==> config.mk <==
export PLATFORM = sky130hd
export DESIGN_NAME = histogram_equalization_lut
export DESIGN_NICKNAME = d
export VERILOG_FILES = /design/src/rtl/hel_pkg.sv /design/src/rtl/hel_front.sv /design/src/rtl/hel_queue.sv /design/src/rtl/hel_back.sv /design/src/rtl/histogram_equalization_lut.sv
export VERILOG_INCLUDE_DIRS = /design/src /design/src/rtl
export SDC_FILE = /design/constraint.sdc
export NUM_CORES = 1
export LEC_CHECK = 0
export BUFFER_PORTS_ARGS = -buffer_cell sky130_fd_sc_hd__buf_2
export CAP_MARGIN = 20
export CORE_MARGIN = 2
export CORE_UTILIZATION = 30
export DETAILED_ROUTE_END_ITERATION = 10
export PLACE_DENSITY = 0.48
export SLEW_MARGIN = 20
export SYNTH_ARGS = -nofsm -noshare
export SYNTH_HDL_FRONTEND = slang
export SYNTH_SLANG_ARGS = --single-unit
==> constraint.sdc <==
create_clock -name i_clk -period 9.85 [get_ports i_clk]
set_input_delay 0.4925 -clock i_clk [delete_from_list [all_inputs] [get_ports i_clk]]
set_output_delay 0.4925 -clock i_clk [all_outputs]
set_load 0.05 [all_outputs]
==> src/rtl/histogram_equalization_lut_defines.svh <==
// Assertion macros shared by the histogram equalization table generator.
// Needs a clock named i_clk and an active-low reset named i_rst_n in scope.
`ifndef HISTOGRAM_EQUALIZATION_LUT_DEFINES_SVH
`define HISTOGRAM_EQUALIZATION_LUT_DEFINES_SVH

// Same-cycle implication, off while in reset.
`define HEL_ASSERT(label, ante, cons, msg) \
    label: assert property (@(posedge i_clk) disable iff (!i_rst_n) (ante) |-> (cons)) \
        else $error(msg);

// Next-cycle implication, off while in reset.
`define HEL_ASSERT_NEXT(label, ante, cons, msg) \
    label: assert property (@(posedge i_clk) disable iff (!i_rst_n) (ante) |=> (cons)) \
        else $error(msg);

`endif

==> src/rtl/hel_pkg.sv <==
// Package for the histogram equalization table generator.
// Holds widths, payload structs, queue entry and back-end state types; no dependencies.
package hel_pkg;

    localparam int COUNT_WIDTH = 24;
    localparam int CNT_W       = COUNT_WIDTH + 1;
    localparam int LEVEL_W     = 8;
    localparam int LEVEL_SCALE = 2 * 255;
    // 510 * num + den stays below 2^(CNT_W + 9); one spare bit on top
    localparam int REM_W       = CNT_W + 10;
    localparam int QUEUE_DEPTH = 4;
    localparam int PADDR_W     = 3;
    localparam int PDATA_W     = 32;
    localparam int REG_IDX_LSB = 2;

    localparam logic [LEVEL_W-1:0] LEVEL_MAX = LEVEL_W'(255);
    localparam logic [CNT_W-1:0]   PC_RESET  = CNT_W'(1);

    typedef enum logic [0:0] {
        REG_PIXEL_COUNT = 1'b0
    } t_reg_idx;

    typedef struct packed {
        logic [CNT_W-1:0] bin_count;
        logic             last_bin;
    } t_bin_in;

    typedef struct packed {
        logic [LEVEL_W-1:0] lut_value;
        logic               last_entry;
        logic               degenerate;
    } t_lut_out;

    typedef struct packed {
        logic [CNT_W-1:0] cum_sum;
        logic [CNT_W-1:0] first_count;
        logic             seen;
        logic             last;
    } t_hel_entry;

    typedef struct packed {
        logic empty;
        logic full;
    } t_hel_qstat;

    typedef enum logic [2:0] {
        BK_IDLE,
        BK_PREP,
        BK_CHECK,
        BK_ITER,
        BK_DONE
    } t_back_state;

endpackage

==> src/rtl/hel_front.sv <==
// Front end: accepts bin beats, keeps the running sum and the first nonzero count.
// Depends on hel_pkg; pushes one entry per beat into hel_queue.
module hel_front (
    input  logic                 i_clk,
    input  logic                 i_rst_n,
    input  logic                 i_in_valid,
    output logic                 o_in_ready,
    input  hel_pkg::t_bin_in     i_in_data,
    input  hel_pkg::t_hel_qstat  i_qstat,
    output logic                 o_push,
    output hel_pkg::t_hel_entry  o_entry
);
    import hel_pkg::*;

    logic [CNT_W-1:0] r_cum, n_cum;
    logic [CNT_W-1:0] r_first, n_first;
    logic             r_seen, n_seen;
    logic [CNT_W:0]   w_sum;
    logic             w_nonzero;

    assign o_in_ready = !i_qstat.full;
    assign o_push     = i_in_valid && o_in_ready;
    assign w_nonzero  = (i_in_data.bin_count != '0);
    assign w_sum      = {1'b0, r_cum} + {1'b0, i_in_data.bin_count};

    always_comb begin
        n_seen  = r_seen || w_nonzero;
        n_first = (!r_seen && w_nonzero) ? i_in_data.bin_count : r_first;
        // saturate the running sum at all ones
        n_cum   = w_sum[CNT_W] ? {CNT_W{1'b1}} : w_sum[CNT_W-1:0];
    end

    always_comb begin
        o_entry.cum_sum     = n_cum;
        o_entry.first_count = n_first;
        o_entry.seen        = n_seen;
        o_entry.last        = i_in_data.last_bin;
    end

    always_ff @(posedge i_clk) begin
        if (!i_rst_n) begin
            r_cum   <= '0;
            r_first <= '0;
            r_seen  <= 1'b0;
        end else if (o_push) begin
            if (i_in_data.last_bin) begin
                r_cum   <= '0;
                r_first <= '0;
                r_seen  <= 1'b0;
            end else begin
                r_cum   <= n_cum;
                r_first <= n_first;
                r_seen  <= n_seen;
            end
        end
    end

endmodule

==> src/rtl/hel_queue.sv <==
// Short FIFO of classified bins between front and back end.
// Depends on hel_pkg; DEPTH comes from the top level (2 and up).
module hel_queue #(
    parameter int DEPTH = hel_pkg::QUEUE_DEPTH
) (
    input  logic                 i_clk,
    input  logic                 i_rst_n,
    input  logic                 i_push,
    input  hel_pkg::t_hel_entry  i_entry,
    input  logic                 i_pop,
    output hel_pkg::t_hel_entry  o_entry,
    output hel_pkg::t_hel_qstat  o_qstat
);
    import hel_pkg::*;

    localparam int PTR_W = $clog2(DEPTH);
    localparam int CNT_QW = $clog2(DEPTH + 1);

    t_hel_entry        r_mem [DEPTH];
    logic [PTR_W-1:0]  r_wr_ptr, r_rd_ptr;
    logic [CNT_QW-1:0] r_count;
    logic              w_push, w_pop;

    assign o_qstat.empty = (r_count == '0);
    assign o_qstat.full  = (r_count == CNT_QW'(DEPTH));
    assign w_push        = i_push && !o_qstat.full;
    assign w_pop         = i_pop && !o_qstat.empty;
    assign o_entry       = r_mem[r_rd_ptr];

    function automatic logic [PTR_W-1:0] ptr_next(input logic [PTR_W-1:0] ptr);
        return (ptr == PTR_W'(DEPTH - 1)) ? '0 : ptr + PTR_W'(1);
    endfunction

    always_ff @(posedge i_clk) begin
        if (w_push) begin
            r_mem[r_wr_ptr] <= i_entry;
        end
    end

    always_ff @(posedge i_clk) begin
        if (!i_rst_n) begin
            r_wr_ptr <= '0;
            r_rd_ptr <= '0;
            r_count  <= '0;
        end else begin
            if (w_push) begin
                r_wr_ptr <= ptr_next(r_wr_ptr);
            end
            if (w_pop) begin
                r_rd_ptr <= ptr_next(r_rd_ptr);
            end
            if (w_push && !w_pop) begin
                r_count <= r_count + CNT_QW'(1);
            end else if (w_pop && !w_push) begin
                r_count <= r_count - CNT_QW'(1);
            end
        end
    end

endmodule

==> src/rtl/hel_back.sv <==
// Back end: scales each queued bin to a level with a restoring divider, 8 quotient bits.
// Depends on hel_pkg; holds the result beat in an output register.
module hel_back (
    input  logic                          i_clk,
    input  logic                          i_rst_n,
    input  hel_pkg::t_hel_entry           i_entry,
    input  hel_pkg::t_hel_qstat           i_qstat,
    output logic                          o_pop,
    input  logic [hel_pkg::CNT_W-1:0]     i_pixel_count,
    output logic                          o_out_valid,
    input  logic                          i_out_ready,
    output hel_pkg::t_lut_out             o_out_data
);
    import hel_pkg::*;

    t_back_state         r_state, n_state;
    logic [CNT_W-1:0]    r_num, n_num;
    logic [CNT_W-1:0]    r_den, n_den;
    logic [REM_W-1:0]    r_rem, n_rem;
    logic [REM_W-1:0]    r_dsr, n_dsr;
    logic [LEVEL_W-1:0]  r_q, n_q;
    logic [2:0]          r_cnt, n_cnt;
    logic                r_skip, n_skip;
    logic                r_sat, n_sat;
    logic                r_degen, n_degen;
    logic                r_last, n_last;
    t_lut_out            r_out, n_out;
    logic                r_out_valid, n_out_valid;

    assign o_out_valid = r_out_valid;
    assign o_out_data  = r_out;

    always_ff @(posedge i_clk) begin
        if (!i_rst_n) begin
            r_state     <= BK_IDLE;
            r_out_valid <= 1'b0;
        end else begin
            r_state     <= n_state;
            r_out_valid <= n_out_valid;
        end
    end

    always_ff @(posedge i_clk) begin
        r_num   <= n_num;
        r_den   <= n_den;
        r_rem   <= n_rem;
        r_dsr   <= n_dsr;
        r_q     <= n_q;
        r_cnt   <= n_cnt;
        r_skip  <= n_skip;
        r_sat   <= n_sat;
        r_degen <= n_degen;
        r_last  <= n_last;
        r_out   <= n_out;
    end

    always_comb begin
        n_state     = r_state;
        n_num       = r_num;
        n_den       = r_den;
        n_rem       = r_rem;
        n_dsr       = r_dsr;
        n_q         = r_q;
        n_cnt       = r_cnt;
        n_skip      = r_skip;
        n_sat       = r_sat;
        n_degen     = r_degen;
        n_last      = r_last;
        n_out       = r_out;
        n_out_valid = r_out_valid && !i_out_ready;
        o_pop       = 1'b0;

        unique case (r_state)
            BK_IDLE: begin
                if (!i_qstat.empty) begin
                    o_pop   = 1'b1;
                    n_num   = i_entry.cum_sum - i_entry.first_count;
                    n_den   = i_pixel_count - i_entry.first_count;
                    n_degen = !i_entry.seen || (i_pixel_count == i_entry.first_count);
                    // pixel count below min gives a negative ratio: level 0
                    n_skip  = n_degen || (i_pixel_count < i_entry.first_count);
                    n_last  = i_entry.last;
                    n_sat   = 1'b0;
                    n_q     = '0;
                    n_state = BK_PREP;
                end
            end
            BK_PREP: begin
                // dividend 2*255*num + den, divisor 2*den aligned to quotient bit 7
                n_rem = REM_W'(r_num) * REM_W'(LEVEL_SCALE) + REM_W'(r_den);
                n_dsr = REM_W'(r_den) << LEVEL_W;
                n_state = r_skip ? BK_DONE : BK_CHECK;
            end
            BK_CHECK: begin
                // quotient of 256 or more saturates
                n_sat   = (r_rem >= (r_dsr << 1));
                n_cnt   = 3'd7;
                n_state = n_sat ? BK_DONE : BK_ITER;
            end
            BK_ITER: begin
                if (r_rem >= r_dsr) begin
                    n_rem = r_rem - r_dsr;
                    n_q   = {r_q[LEVEL_W-2:0], 1'b1};
                end else begin
                    n_q   = {r_q[LEVEL_W-2:0], 1'b0};
                end
                n_dsr = r_dsr >> 1;
                n_cnt = r_cnt - 3'd1;
                if (r_cnt == 3'd0) begin
                    n_state = BK_DONE;
                end
            end
            BK_DONE: begin
                // hold until the output register is free
                if (!r_out_valid || i_out_ready) begin
                    n_out.lut_value  = r_sat ? LEVEL_MAX : (r_skip ? '0 : r_q);
                    n_out.last_entry = r_last;
                    n_out.degenerate = r_degen;
                    n_out_valid      = 1'b1;
                    n_state          = BK_IDLE;
                end
            end
            default: begin
                n_state = BK_IDLE;
            end
        endcase
    end

endmodule

==> src/rtl/histogram_equalization_lut.sv <==
// Channel   Handshake                 Payload
// bins in   i_in_valid / o_in_ready   i_in_data  (bin_count, last_bin)
// table out o_out_valid / i_out_ready o_out_data (lut_value, last_entry, degenerate)
// config    APB psel/penable/pwrite   pixel_count at byte address 0
//
// A bin passes the back end in order: setup, scale, range check, eight divider
// steps, output load; the restoring divider sets the rate, one bin at a time.
// Saturated bins skip the divider steps, degenerate or clamped bins also the check.
// The front takes one beat per cycle until the QUEUE_DEPTH-entry queue fills.
// A stalled output holds the back end in its final state; the queue keeps filling.
// Reset is synchronous, active low; pixel_count resets to 1, run state to zero.
// Top level of the histogram equalization table generator.
// Depends on hel_pkg, hel_front, hel_queue, hel_back and the defines header.
`include "histogram_equalization_lut_defines.svh"

module histogram_equalization_lut #(
    parameter int QUEUE_DEPTH = hel_pkg::QUEUE_DEPTH
) (
    input  logic                          i_clk,
    input  logic                          i_rst_n,
    input  logic                          i_in_valid,
    output logic                          o_in_ready,
    input  hel_pkg::t_bin_in              i_in_data,
    output logic                          o_out_valid,
    input  logic                          i_out_ready,
    output hel_pkg::t_lut_out             o_out_data,
    input  logic                          psel,
    input  logic                          penable,
    input  logic                          pwrite,
    input  logic [hel_pkg::PADDR_W-1:0]   paddr,
    input  logic [hel_pkg::PDATA_W-1:0]   pwdata,
    output logic [hel_pkg::PDATA_W-1:0]   prdata,
    output logic                          pready
);
    import hel_pkg::*;

    logic [CNT_W-1:0] r_pixel_count;
    logic             w_cfg_wr;
    logic             w_reg_hit;
    logic             w_push, w_pop;
    t_hel_entry       w_push_entry, w_head_entry;
    t_hel_qstat       w_qstat;

    assign pready    = 1'b1;
    assign w_reg_hit = (paddr[REG_IDX_LSB] == REG_PIXEL_COUNT);
    assign w_cfg_wr  = psel && penable && pwrite && pready && w_reg_hit;
    assign prdata    = w_reg_hit ? PDATA_W'(r_pixel_count) : '0;

    always_ff @(posedge i_clk) begin
        if (!i_rst_n) begin
            r_pixel_count <= PC_RESET;
        end else if (w_cfg_wr) begin
            r_pixel_count <= pwdata[CNT_W-1:0];
        end
    end

    hel_front u_front (
        .i_clk      (i_clk),
        .i_rst_n    (i_rst_n),
        .i_in_valid (i_in_valid),
        .o_in_ready (o_in_ready),
        .i_in_data  (i_in_data),
        .i_qstat    (w_qstat),
        .o_push     (w_push),
        .o_entry    (w_push_entry)
    );

    hel_queue #(
        .DEPTH (QUEUE_DEPTH)
    ) u_queue (
        .i_clk   (i_clk),
        .i_rst_n (i_rst_n),
        .i_push  (w_push),
        .i_entry (w_push_entry),
        .i_pop   (w_pop),
        .o_entry (w_head_entry),
        .o_qstat (w_qstat)
    );

    hel_back u_back (
        .i_clk         (i_clk),
        .i_rst_n       (i_rst_n),
        .i_entry       (w_head_entry),
        .i_qstat       (w_qstat),
        .o_pop         (w_pop),
        .i_pixel_count (r_pixel_count),
        .o_out_valid   (o_out_valid),
        .i_out_ready   (i_out_ready),
        .o_out_data    (o_out_data)
    );

    `HEL_ASSERT(a_degen_level_zero, o_out_valid && o_out_data.degenerate, o_out_data.lut_value == '0, "degenerate beat with nonzero level")
    `HEL_ASSERT(a_queue_status, 1'b1, !(w_qstat.empty && w_qstat.full), "queue empty and full at once")
    `HEL_ASSERT(a_pop_nonempty, w_pop, !w_qstat.empty, "back end popped an empty queue")
    `HEL_ASSERT_NEXT(a_pop_frees, w_pop && !w_push, !w_qstat.full, "queue still full after a pop")

endmodule

==> results.toml <==
[setup_path]
worstSetupStartpointType = "flip-flop"
max_stage_delay_ns = 0.70
cp-end-kind = "flip-flop"
reg2reg_depth = 26
timing.rr.start = "u_back.r_num[4]"
critPathRequiredTime_ns = 10.22
crit_arrival_ns = 7.60
r2r-end = "u_back.r_rem[32]"
worstPathMaxFanout = 6
crit_type = "reg2reg"
r2r_slack_ns = 2.62
slowest_stage = "o41ai_1"

[routing]
drt_pre_antenna_iters = 5
drt-total-wl_um = 73000
wl_per_cell_um = 18.5
drc_errors = 0
drt_iter0_drc = 1098
wl_met2_um = 33600
ant_nets = 0
dr_wl_met3_um = 2550
wl_met1_um = 34100
maxUsedRoutingLayer = "met4"
vias_per_cell = 4.86
vias = 19200

[clock_tree]
cts_resized = 0
clk_pin_slew_worst_paths_ns = 0.06
cts_root_buf = "clkbuf_16"
h-tree-depth = 2
cts_tree = "built"
clock_sinks = 440
clockBufferDepth = 3
postCtsHoldBufs = 0
cts_buffers = 51
post_cts_buffers = 0
insertion_delay_ns = 0.63

[yosys]
ys_seq_area_share_pct = 43.2
synth_edf_count = 351
syn_avg_cell_area_um2 = 11.2
synth_top_family_by_area = "adder cells"
synth.distinct_cells = 78
yosysWarnings = 0
async_flop_share_pct = 0
muxShareOfSynthArea_pct = 5.20
ys_ff_latch = 440
synth_xor_area_share_pct = 4.18
synthCells = 2544
synthFlopType = "edfxtp_1"
syn_area_um2 = 28500
synth_fa_ha_area_share_pct = 18.4
synthSimpleGateAreaFrac_pct = 10.2
synth_compound_area_share_pct = 14.1

[floorplanning]
start_util_pct = 30.1
dieArea_um2 = 97500
core_area_um2 = 94600
chipHeight_um = 312
die_w_um = 312
io_pins = 113
fp-row-count = 113

[place]
io_buffers = 95
gp_congestion = 0.857
hpwl_um = 55100

[min_path]
holdCritStartpoint = "pwdata[19]"
worstHoldEndpoint = "r_pixel_count[19]"
hold_class = "in2reg"
holdPathStages = 3

[grt]
grt_pass1_vias = 20100
grt_overflow = 0
grt_max_degree = 87
grt_antenna_before_repair = 1
grt_pass1_wl_um = 113000
grt_usage_pct = 14.9

[job]
max_cap_violations = 0

[cells_and_area]
nFillCells = 9395
layout.nets = 3055
drive_gt1_share_pct = 11.4
regArea_um2 = 12300
final_common_cell = "edfxtp_1"
final_cell_mix = "edfxtp_1 (351), inv_1 (273), ha_1 (226), nand2_1 (187), a21oi_1 (138)"
syn_to_final_growth_pct = 12.8
multi_input_area_um2 = 14900

[timing]
hold_violations = 0
slew_headroom_pct = 35.6
fin_skew_ns = 0.0306
layout_min_cycle_time_ns = 7.23
worst_pin_slew_ns = 0.957
min_period_over_period_pct = 73.4
drv_slew = 0
grt_setup_unrepaired = "false"
setup_viol = 0
fmax_ghz = 0.138
finalSetupTns_ns = 0

[status]
status = "completed"
-- metrics by stage --
stage,utilization (%),instances,setup WS [ns],hold WS (ns),cell area (um^2)
final,34.0,3948,2.62,0.130,32200
after global routing,34.0,3947,2.05,0.109,32200
after CTS,34.0,3947,2.65,0.0882,32200
after detailed placement,32.2,3852,2.64,0.441,30400
after global placement,32.2,3852,2.69,0.447,30400
after floorplan,-,2550,3.44,0.400,28500
-- sequential cells by signal (all words and copies together) (netlist names), named ones only --
signal              flops
u_queue.r_mem         208
u_back.r_rem           35
u_back.r_dsr           33
r_pixel_count          25
u_back.r_den           25
u_back.r_num           25
u_front.r_cum          25
u_front.r_first        25
u_back.o_out_data      10
u_back.r_q              8
u_back.r_cnt            3
u_back.r_state          3
u_queue.r_count         3
u_queue.r_rd_ptr        2
u_queue.r_wr_ptr        2
u_back.o_out_valid      1
u_back.r_degen          1
u_back.r_last           1
u_back.r_sat            1
u_back.r_skip           1
u_front.r_seen          1
-- cell families after synthesis --
logic type | Yosys count
adders and majority gates | 347
buffers and inverters | 346
other | 2
and+or+nand+nor | 586
xor gates and xnor gates | 136
DFF | 440
muxes | 80
AOI/OAI and AO/OA | 607
-- area by class of cell --
type	instances	share of cell area, %
Antenna cell	1	0.00778
Multi-Input combinational cell	1764	46.4
Timing Repair Buffer	109	1.81
Tap cell	1265	4.92
Clock inverter	27	0.840
Inverter	274	3.20
Sequential cell	440	38.3
Clock buffer	68	4.46
-- worst max path at each step --
stage                               start  cells past startpoint               end  slack (ns)
after global routing      u_back.r_num[4]                     26  u_back.r_rem[28]        2.05
after floorplan           u_back.r_num[4]                     28  u_back.r_rem[31]        3.44
after CTS                 u_back.r_num[4]                     25  u_back.r_rem[26]        2.65
after detailed placement  u_back.r_num[4]                     26  u_back.r_rem[28]        2.64
final                     u_back.r_num[4]                     26  u_back.r_rem[32]        2.62
after global placement    u_back.r_num[4]                     26  u_back.r_rem[32]        2.69
-- cells in the mapped netlist (6+ instances only) --
master	number	area [um^2]
a211o_1	9	78.8
a211oi_1	14	105
a21boi_0	36	270
a21o_1	80	601
a21oi_1	138	691
a22o_1	27	236
a22oi_1	27	203
a31o_2	7	61.3
a31oi_1	16	100
and2_1	12	75.1
and3_1	31	194
and4_1	7	61.3
buf_1	7	26.3
buf_4	8	60.1
clkbuf_1	55	206
dfxtp_1	89	1780
edfxtp_1	351	10500
fa_1	121	2420
ha_1	226	2830
inv_1	274	1030
mux2_2	25	282
mux4_2	52	1170
nand2_1	188	706
nand2b_1	36	225
nand3_1	27	135
nand4_1	22	138
nor2_1	109	409
nor2b_1	71	444
nor3_1	30	150
nor4_1	11	68.8
o211ai_1	13	97.6
o21a_1	32	240
o21ai_0	127	636
o21bai_1	17	128
o31ai_1	6	45.0
or2_2	11	68.8
or3_1	13	81.3
xnor2_1	87	762
xor2_1	49	429
-- critical path, delay by kind of cell (launching register included) --
family | cells | cell delay, ns
compound gates | 8 | 2.28
simple gates | 5 | 0.72
fa+ha+maj | 6 | 2.81
buf+inv | 4 | 0.33
xor+xnor | 2 | 0.30
flops | 1 | 0.47
mux | 1 | 0.09
-- routing by layer --
metal | vias to the layer above | global-route usage [%]
li1 | 9375 | -
met1 | 9367 | 20.0
met2 | 300 | 24.3
met3 | 126 | 2.01
met4 | 0 | 5.93
met5 | - | 0
Power is not shown: default switching activity piles up to over one toggle a cycle in this logic, so the estimate is an artifact.
